<file path="src/hdl/etlrt_pkg.sv">
// Shared constants and codes for the learned rule table
package etlrt_pkg;

    localparam int DEF_TABLE_DEPTH = 64;
    localparam int DEF_PIN_BITS    = 8;

    localparam int OP_BITS   = 3;
    localparam int PAGE_BITS = 8;
    localparam int STAT_BITS = 2;
    localparam int RC_BITS   = 7;
    localparam int COUNT_MAX = 127;

    localparam logic [OP_BITS-1:0] OP_READ   = 3'd0;
    localparam logic [OP_BITS-1:0] OP_LEARN  = 3'd1;
    localparam logic [OP_BITS-1:0] OP_REMOVE = 3'd2;
    localparam logic [OP_BITS-1:0] OP_CLEAR  = 3'd3;
    localparam logic [OP_BITS-1:0] OP_SETOUT = 3'd4;
    localparam logic [OP_BITS-1:0] OP_COUNT  = 3'd5;

    localparam logic [PAGE_BITS-1:0] PAGE_EMPTY  = 8'd0;
    localparam logic [PAGE_BITS-1:0] PAGE_GLOBAL = 8'd1;

    localparam logic [STAT_BITS-1:0] STAT_ZERO   = 2'd0;
    localparam logic [STAT_BITS-1:0] RD_NO_EDGE  = 2'd0;
    localparam logic [STAT_BITS-1:0] RD_GLOBAL   = 2'd1;
    localparam logic [STAT_BITS-1:0] RD_LOCAL    = 2'd2;
    localparam logic [STAT_BITS-1:0] RD_UNKNOWN  = 2'd3;
    localparam logic [STAT_BITS-1:0] LN_NONE     = 2'd0;
    localparam logic [STAT_BITS-1:0] LN_CONFLICT = 2'd1;
    localparam logic [STAT_BITS-1:0] LN_ADDED    = 2'd2;
    localparam logic [STAT_BITS-1:0] LN_FULL     = 2'd3;
    localparam logic [STAT_BITS-1:0] RM_NONE     = 2'd0;
    localparam logic [STAT_BITS-1:0] RM_REMOVED  = 2'd1;
    localparam logic [STAT_BITS-1:0] RM_ABSENT   = 2'd2;
    localparam logic [STAT_BITS-1:0] CL_EMPTY    = 2'd0;
    localparam logic [STAT_BITS-1:0] CL_DELETED  = 2'd1;

endpackage

</file>
<file path="src/hdl/etlrt_ram.sv">
// Generic single-write, single-read RAM with registered read data
module etlrt_ram #(
    parameter int WIDTH = 8,
    parameter int DEPTH = 64,
    parameter int AW    = (DEPTH > 1) ? $clog2(DEPTH) : 1
) (
    input  logic             clk,
    input  logic             we,
    input  logic [AW-1:0]    waddr,
    input  logic [WIDTH-1:0] wdata,
    input  logic [AW-1:0]    raddr,
    output logic [WIDTH-1:0] rdata
);

    logic [WIDTH-1:0] mem [DEPTH];

    always_ff @(posedge clk)
    begin
        if (we)
        begin
            mem[waddr] <= wdata;
        end
        rdata <= mem[raddr];
    end

endmodule

</file>
<file path="src/hdl/edge_triggered_learned_rule_table.sv">
// Top level of the edge-triggered learned rule table
//
//  channel | signals                                   | transfer when
//  --------+-------------------------------------------+---------------------
//  in      | op, pin_value, next_output, rule_page     | in_valid & in_ready
//  out     | out_bits, status, rule_count              | out_valid & out_ready
//
// Read, learn and remove scan the rule RAM one entry per cycle through a single
// match comparator, stopping at the first match; read and learn scan only on an edge.
// Clear all sweeps the RAM; set output, count and unused codes go straight to finishing.
// After reset a clearing sweep of every RAM entry runs with in_ready low.
// One item is in work at a time; a finished result waits in the output register
// while the next item is accepted, and a stalled output holds the sequencer.
module edge_triggered_learned_rule_table #(
    parameter int TABLE_DEPTH = etlrt_pkg::DEF_TABLE_DEPTH,
    parameter int PIN_BITS    = etlrt_pkg::DEF_PIN_BITS
) (
    input  logic                             clk,
    input  logic                             rst_n,
    input  logic                             in_valid,
    output logic                             in_ready,
    input  logic [etlrt_pkg::OP_BITS-1:0]    op,
    input  logic [PIN_BITS-1:0]              pin_value,
    input  logic [PIN_BITS-1:0]              next_output,
    input  logic [etlrt_pkg::PAGE_BITS-1:0]  rule_page,
    output logic                             out_valid,
    input  logic                             out_ready,
    output logic [PIN_BITS-1:0]              out_bits,
    output logic [etlrt_pkg::STAT_BITS-1:0]  status,
    output logic [etlrt_pkg::RC_BITS-1:0]    rule_count
);

    import etlrt_pkg::*;

    localparam int AW = (TABLE_DEPTH > 1) ? $clog2(TABLE_DEPTH) : 1;
    localparam int CW = $clog2(TABLE_DEPTH + 1);
    localparam int P  = PIN_BITS;
    localparam int EW = PAGE_BITS + 5 * P;
    localparam logic [AW-1:0] LAST = AW'(TABLE_DEPTH - 1);

    typedef enum logic [3:0] {
        S_IDLE   = 4'b0001,
        S_SCAN   = 4'b0010,
        S_FINISH = 4'b0100,
        S_CLEAR  = 4'b1000
    } state_t;

    state_t               state_reg, state_next;
    logic [AW-1:0]        addr_reg, addr_next;
    logic                 chk_reg, chk_next;
    logic                 init_reg, init_next;
    logic [P-1:0]         prev_reg, prev_next;
    logic [P-1:0]         cur_reg, cur_next;
    logic [CW-1:0]        count_reg, count_next;
    logic                 hit_reg, hit_next;
    logic                 empty_found_reg, empty_found_next;
    logic                 out_valid_reg, out_valid_next;

    logic [OP_BITS-1:0]   op_reg, op_next;
    logic [P-1:0]         pin_reg, pin_next;
    logic [P-1:0]         nxt_reg, nxt_next;
    logic [PAGE_BITS-1:0] pg_reg, pg_next;
    logic [P-1:0]         hl_reg, hl_next;
    logic [P-1:0]         lh_reg, lh_next;
    logic                 edge_reg, edge_next;
    logic [AW-1:0]        idx_reg, idx_next;
    logic [AW-1:0]        hit_idx_reg, hit_idx_next;
    logic                 hit_glob_reg, hit_glob_next;
    logic [P-1:0]         hit_fb_reg, hit_fb_next;
    logic [P-1:0]         hit_clr_reg, hit_clr_next;
    logic [P-1:0]         hit_set_reg, hit_set_next;
    logic [AW-1:0]        empty_idx_reg, empty_idx_next;
    logic [P-1:0]         out_bits_reg, out_bits_next;
    logic [STAT_BITS-1:0] status_reg, status_next;
    logic [RC_BITS-1:0]   count_out_reg, count_out_next;

    logic                 we;
    logic [AW-1:0]        waddr;
    logic [EW-1:0]        wdata;
    logic [EW-1:0]        rdata;

    logic [PAGE_BITS-1:0] e_page;
    logic [P-1:0]         e_fb, e_fall, e_rise, e_clr, e_set;
    logic                 e_empty, e_match;
    logic [P-1:0]         in_hl, in_lh;
    logic                 out_free;
    logic [31:0]          count_ext;

    etlrt_ram #(
        .WIDTH (EW),
        .DEPTH (TABLE_DEPTH),
        .AW    (AW)
    ) u_ram (
        .clk   (clk),
        .we    (we),
        .waddr (waddr),
        .wdata (wdata),
        .raddr (addr_reg),
        .rdata (rdata)
    );

    assign e_set   = rdata[P-1:0];
    assign e_clr   = rdata[2*P-1:P];
    assign e_rise  = rdata[3*P-1:2*P];
    assign e_fall  = rdata[4*P-1:3*P];
    assign e_fb    = rdata[5*P-1:4*P];
    assign e_page  = rdata[EW-1:5*P];
    assign e_empty = (e_page == PAGE_EMPTY);
    assign e_match = !e_empty && (e_fall == hl_reg) && (e_rise == lh_reg)
                     && ((e_page == PAGE_GLOBAL) || (e_fb == cur_reg));

    assign in_hl     = (prev_reg ^ pin_value) & prev_reg;
    assign in_lh     = (prev_reg ^ pin_value) & pin_value;
    assign out_free  = !out_valid_reg || out_ready;
    assign count_ext = 32'(count_reg);

    always_comb
    begin
        state_next       = state_reg;
        addr_next        = addr_reg;
        chk_next         = chk_reg;
        init_next        = init_reg;
        prev_next        = prev_reg;
        cur_next         = cur_reg;
        count_next       = count_reg;
        hit_next         = hit_reg;
        empty_found_next = empty_found_reg;
        out_valid_next   = out_valid_reg;
        op_next          = op_reg;
        pin_next         = pin_reg;
        nxt_next         = nxt_reg;
        pg_next          = pg_reg;
        hl_next          = hl_reg;
        lh_next          = lh_reg;
        edge_next        = edge_reg;
        idx_next         = idx_reg;
        hit_idx_next     = hit_idx_reg;
        hit_glob_next    = hit_glob_reg;
        hit_fb_next      = hit_fb_reg;
        hit_clr_next     = hit_clr_reg;
        hit_set_next     = hit_set_reg;
        empty_idx_next   = empty_idx_reg;
        out_bits_next    = out_bits_reg;
        status_next      = status_reg;
        count_out_next   = count_out_reg;
        we               = 1'b0;
        waddr            = addr_reg;
        wdata            = '0;

        if (out_valid_reg && out_ready)
        begin
            out_valid_next = 1'b0;
        end

        case (state_reg)
            S_IDLE:
            begin
                if (in_valid)
                begin
                    op_next          = op;
                    pin_next         = pin_value;
                    nxt_next         = next_output;
                    pg_next          = rule_page;
                    hl_next          = in_hl;
                    lh_next          = in_lh;
                    edge_next        = (in_hl != '0) || (in_lh != '0);
                    addr_next        = '0;
                    chk_next         = 1'b0;
                    hit_next         = 1'b0;
                    empty_found_next = 1'b0;
                    if ((op == OP_READ && edge_next)
                        || (op == OP_LEARN && edge_next && rule_page != PAGE_EMPTY)
                        || (op == OP_REMOVE))
                    begin
                        state_next = S_SCAN;
                    end
                    else if (op == OP_CLEAR)
                    begin
                        state_next = S_CLEAR;
                    end
                    else
                    begin
                        state_next = S_FINISH;
                    end
                end
            end
            S_SCAN:
            begin
                chk_next = 1'b1;
                idx_next = addr_reg;
                if (addr_reg != LAST)
                begin
                    addr_next = addr_reg + AW'(1);
                end
                if (chk_reg)
                begin
                    if (e_empty && !empty_found_reg)
                    begin
                        empty_found_next = 1'b1;
                        empty_idx_next   = idx_reg;
                    end
                    if (e_match)
                    begin
                        hit_next      = 1'b1;
                        hit_idx_next  = idx_reg;
                        hit_glob_next = (e_page == PAGE_GLOBAL);
                        hit_fb_next   = e_fb;
                        hit_clr_next  = e_clr;
                        hit_set_next  = e_set;
                        state_next    = S_FINISH;
                    end
                    else if (idx_reg == LAST)
                    begin
                        state_next = S_FINISH;
                    end
                end
            end
            S_CLEAR:
            begin
                we    = 1'b1;
                waddr = addr_reg;
                wdata = '0;
                if (addr_reg == LAST)
                begin
                    init_next  = 1'b0;
                    state_next = init_reg ? S_IDLE : S_FINISH;
                end
                else
                begin
                    addr_next = addr_reg + AW'(1);
                end
            end
            S_FINISH:
            begin
                if (out_free)
                begin
                    status_next    = STAT_ZERO;
                    count_out_next = '0;
                    case (op_reg)
                        OP_READ:
                        begin
                            if (!edge_reg)
                            begin
                                status_next = RD_NO_EDGE;
                            end
                            else if (hit_reg)
                            begin
                                prev_next   = pin_reg;
                                cur_next    = (hit_fb_reg | hit_set_reg) & ~hit_clr_reg;
                                status_next = hit_glob_reg ? RD_GLOBAL : RD_LOCAL;
                            end
                            else
                            begin
                                prev_next   = pin_reg;
                                status_next = RD_UNKNOWN;
                            end
                        end
                        OP_LEARN:
                        begin
                            if (!edge_reg || pg_reg == PAGE_EMPTY)
                            begin
                                status_next = LN_NONE;
                            end
                            else if (hit_reg)
                            begin
                                status_next = LN_CONFLICT;
                            end
                            else if (empty_found_reg)
                            begin
                                we          = 1'b1;
                                waddr       = empty_idx_reg;
                                wdata       = {pg_reg, cur_reg, hl_reg, lh_reg,
                                               (cur_reg ^ nxt_reg) & cur_reg,
                                               (cur_reg ^ nxt_reg) & nxt_reg};
                                count_next  = count_reg + CW'(1);
                                status_next = LN_ADDED;
                            end
                            else
                            begin
                                status_next = LN_FULL;
                            end
                        end
                        OP_REMOVE:
                        begin
                            if (hit_reg)
                            begin
                                we          = 1'b1;
                                waddr       = hit_idx_reg;
                                wdata       = '0;
                                count_next  = count_reg - CW'(1);
                                status_next = RM_REMOVED;
                            end
                            else if (count_ext < 32'(TABLE_DEPTH))
                            begin
                                status_next = RM_ABSENT;
                            end
                            else
                            begin
                                status_next = RM_NONE;
                            end
                        end
                        OP_CLEAR:
                        begin
                            status_next = (count_reg != '0) ? CL_DELETED : CL_EMPTY;
                            count_next  = '0;
                            cur_next    = '0;
                        end
                        OP_SETOUT:
                        begin
                            cur_next = pin_reg;
                        end
                        OP_COUNT:
                        begin
                            count_out_next = (count_ext > 32'(COUNT_MAX))
                                             ? RC_BITS'(COUNT_MAX) : count_ext[RC_BITS-1:0];
                        end
                        default:
                        begin
                            status_next = STAT_ZERO;
                        end
                    endcase
                    out_bits_next  = cur_next;
                    out_valid_next = 1'b1;
                    state_next     = S_IDLE;
                end
            end
            default:
            begin
                state_next = S_IDLE;
            end
        endcase
    end

    always_ff @(posedge clk or negedge rst_n)
    begin
        if (!rst_n)
        begin
            state_reg       <= S_CLEAR;
            addr_reg        <= '0;
            chk_reg         <= 1'b0;
            init_reg        <= 1'b1;
            prev_reg        <= '0;
            cur_reg         <= '0;
            count_reg       <= '0;
            hit_reg         <= 1'b0;
            empty_found_reg <= 1'b0;
            out_valid_reg   <= 1'b0;
        end
        else
        begin
            state_reg       <= state_next;
            addr_reg        <= addr_next;
            chk_reg         <= chk_next;
            init_reg        <= init_next;
            prev_reg        <= prev_next;
            cur_reg         <= cur_next;
            count_reg       <= count_next;
            hit_reg         <= hit_next;
            empty_found_reg <= empty_found_next;
            out_valid_reg   <= out_valid_next;
        end
    end

    always_ff @(posedge clk)
    begin
        op_reg        <= op_next;
        pin_reg       <= pin_next;
        nxt_reg       <= nxt_next;
        pg_reg        <= pg_next;
        hl_reg        <= hl_next;
        lh_reg        <= lh_next;
        edge_reg      <= edge_next;
        idx_reg       <= idx_next;
        hit_idx_reg   <= hit_idx_next;
        hit_glob_reg  <= hit_glob_next;
        hit_fb_reg    <= hit_fb_next;
        hit_clr_reg   <= hit_clr_next;
        hit_set_reg   <= hit_set_next;
        empty_idx_reg <= empty_idx_next;
        out_bits_reg  <= out_bits_next;
        status_reg    <= status_next;
        count_out_reg <= count_out_next;
    end

    assign in_ready   = (state_reg == S_IDLE);
    assign out_valid  = out_valid_reg;
    assign out_bits   = out_bits_reg;
    assign status     = status_reg;
    assign rule_count = count_out_reg;

endmodule

</file>
<file path="config.mk">
export PLATFORM = sky130hd
export DESIGN_NAME = edge_triggered_learned_rule_table
export DESIGN_NICKNAME = d
export VERILOG_FILES = /design/src/hdl/etlrt_pkg.sv /design/src/hdl/etlrt_ram.sv /design/src/hdl/edge_triggered_learned_rule_table.sv
export SDC_FILE = /design/constraint.sdc
export NUM_CORES = 2
export LEC_CHECK = 0
export ABC_AREA = 1
export BUFFER_PORTS_ARGS = -buffer_cell sky130_fd_sc_hd__buf_2
export CAP_MARGIN = 10
export CORE_AREA = 2 2 510 512
export CTS_CLUSTER_SIZE = 28
export DETAILED_ROUTE_END_ITERATION = 8
export DIE_AREA = 0 0 512 514
export PLACE_DENSITY_LB_ADDON = 0.25
export REMOVE_ABC_BUFFERS = 1
export SLEW_MARGIN = 20
export SYNTH_ARGS = -nofsm -noshare
export SYNTH_HDL_FRONTEND = slang
export SYNTH_SLANG_ARGS = --single-unit
</file>
<file path="constraint.sdc">
create_clock -name clk -period 6.55 [get_ports clk]
set_input_delay 1.6375 -clock clk [delete_from_list [all_inputs] [get_ports clk]]
set_output_delay 1.6375 -clock clk [all_outputs]
set_load 0.05 [all_outputs]
</file>
==> run metrics <==
status=finished, final reports clean; Seq/Total Area, Yosys=75.9%; WL/cell=29.3 um; CTS tree=done; final wirelength=394 mm; clock network fraction of total power=35.7%; post-CTS sizing=0; filler cell count=20500; sw frac=30.3%; DRT Pass-1 Iters=8; ys async rst share=1.16%; clk_skew=0.0694 ns; Skew-Pair Late Insertion Delay=0.98 ns; max cap viols=0; post-layout min period=4.40 ns; number of nets in the layout=9817; Core ar.=258000 um^2; Leak=49.7 nW; initial core utilization=49.7%; Synth Area per Inst=13.1 um^2; total number of vias=84268; Max Slew Vio Count=0; DP Area=133000 um^2; critical path class=input port to flip-flop; required time worst endpoint=7.15 ns; Power Density=366 nW/um^2; Largest register FFs=3072; largest net degree at the start of global routing=196; most common cell after layout, fill and taps aside=edfxtp_1; number of clock sinks=3262; post-route setup TNS=0 ns; H-tree Lvls=5; register clock-pin slew on the reported worst setup and hold paths=0.06 ns; share of cells above drive strength 1=9.55%; Fin Hold WS=0.406 ns; number of DRC markers in iteration 0=12064; Reg area=97300 um^2; synthesis-to-layout area growth=12.3%; vias in the first global route=78927; CTS Buffer Depth=4; RSZ-0062 raised after global routing=false; initial antenna violation count=11; setup violators final=0; Rel. slew slack=23.1%; DRT antenna net count=0; hold bufs inserted after CTS=0; setup bufs post-CTS=0; Final Cycle Share=67.2%; dpl cells=12832; Arr. time, crit path=5.00 ns; type of origin of the critical path=input port; Worst VDD drop=310 uV; Design Area, Final=144000 um^2; Post-synth EDFFs=3176; Via density=6.27; Die Area=263000 um^2; Port Buf Inserts=49; Cells after Synth=9782; combinational share of power=20.0%; Syn. warnings=0; GRT overflow=0; first-pass GRT wire length=557 mm; Yosys cell types=52; Total GRT Usage=29.2%; Sequential Power Share=44.3%; worst slew pin tran=1.15 ns; Largest Register=u_ram.mem; most frequent cells in the layout=3176 x edfxtp_1, 1897 x nor2_1, 1610 x o21ai_0; io pins=50; Int Pwr=36.7 mW; post-route insts no fill=13447; max frequency=227 MHz; TritonCTS buffer count=347; Critical Path End Type=flip-flop; Detailed Place HPWL=210 mm; Switch Pwr=16.0 mW; GPL Wtd Cong=0.931; Die W=512 um; cell row count=187; largest registers=u_ram.mem x3072, u_ram.rdata x48; root buffer cell=clkbuf_16; Netlist Area Pre-Place=128000 um^2; prevailing post-synth register cell=edfxtp_1; crit path max fanout=64; Post-route DRC=0; flop and latch count out of synthesis=3262; Final Hold Viols=0; worst min path class=flip-flop to flip-flop; Multi-input gate area=28300 um^2; die height=514 um
[synthesized netlist by cell type (10+ instances only)]
library cell	instances	area [um^2]
buf_6	19	214
o21ai_0	1611	8060
dfxtp_1	48	961
or2_2	10	62.6
o22ai_1	405	2530
o221ai_1	57	499
edfxtp_1	3176	95400
a21oi_1	116	581
nand3_1	380	1900
nand4_1	40	250
dfrtp_1	36	901
nand2_1	677	2540
inv_1	94	353
nand2_4	11	124
buf_2	199	996
buf_4	43	323
xnor2_1	24	210
clkbuf_1	358	1340
buf_1	44	165
o211ai_1	334	2510
nor3_1	15	75.1
nor2_1	1996	7490
[path summary, 6_finish.rpt]
path                                         startpoint                          end  slack [ns]  cells after the start
worst max-delay path                          out_ready   u_ram.mem[51][9]$_DFFE_PP_        2.15                      9
worst min-delay path             u_ram.rdata[7]$_DFF_P_     hit_set_reg[7]$_DFFE_PP_        0.41                      0
worst max register to register  addr_reg[1]$_DFFE_PN0P_  u_ram.mem[25][36]$_DFFE_PP_        2.39                     13
worst min register to register   u_ram.rdata[7]$_DFF_P_     hit_set_reg[7]$_DFFE_PP_        0.41                      0
max in group asynchronous                         rst_n      addr_reg[4]$_DFFE_PN0P_        5.07                      2
min in group asynchronous                         rst_n      addr_reg[3]$_DFFE_PN0P_        0.84                      2
[kinds of logic after synthesis]
kind of cell             count (synthesis)  share of synthesized area, %
AO/OA/AOI/OAI                         2541                          11.2
multiplexers                             2                        0.0176
flip-flops                            3262                          75.9
buffers and inverters                  772                          2.70
XOR/XNOR                                27                         0.184
adder cells (fa/ha/maj)                  7                        0.0742
AND/OR/NAND/NOR                       3171                          9.98
[critical path: stages]
cell      delay, ns
buf_2          0.29
nor2_1         0.16
nor2_4         0.17
buf_4          0.45
buf_4          0.73
clkinv_1       0.17
buf_4          0.31
nor4_2         0.26
buf_4          0.68
[power by group through the flow]
stage | sequential (mW) | combinational, mW | clock, mW
detailed placement | 23.7 | 10.3 | 0
global placement | 23.7 | 10.1 | 0
global route | 23.3 | 11.4 | 19.7
floorplan | 23.9 | 3.64 | 0
finish | 23.3 | 10.5 | 18.8
CTS | 23.3 | 10.4 | 18.9
[routing by layer]
metal | wire (um) | global-route usage (%) | vias to the layer above | part of all wire (%)
li1 | - | - | 36144 | -
met1 | 150000 | 39.3 | 42236 | 38
met2 | 179000 | 45.0 | 5000 | 45
met3 | 39600 | 5.15 | 886 | 10
met4 | 25300 | 16.6 | 2 | 6.4
met5 | 11 | 0 | - | 0.0028
[layout make-up]
class / count / area share, %
Antenna cell: 4 / 0.00695
Clock buffer: 434 / 6.39
Clock inverter: 177 / 1.06
Inverter: 108 / 0.319
Multi-Input combinational cell: 5748 / 19.7
Sequential cell: 3262 / 67.6
Tap cell: 3402 / 2.96
Timing Repair Buffer: 312 / 2.04
[per-stage QoR]
step / util, % / total power, mW / worst slack (ns)
after floorplan: - / 27.5 / -58.91
after global placement: 51.6 / 33.9 / 1.33
after detailed placement: 51.6 / 34.1 / 1.31
after CTS: 55.8 / 52.6 / 2.30
after global routing: 55.8 / 54.5 / 2.16
final: 55.8 / 52.7 / 2.15
Power figures use the tool's default switching activity.
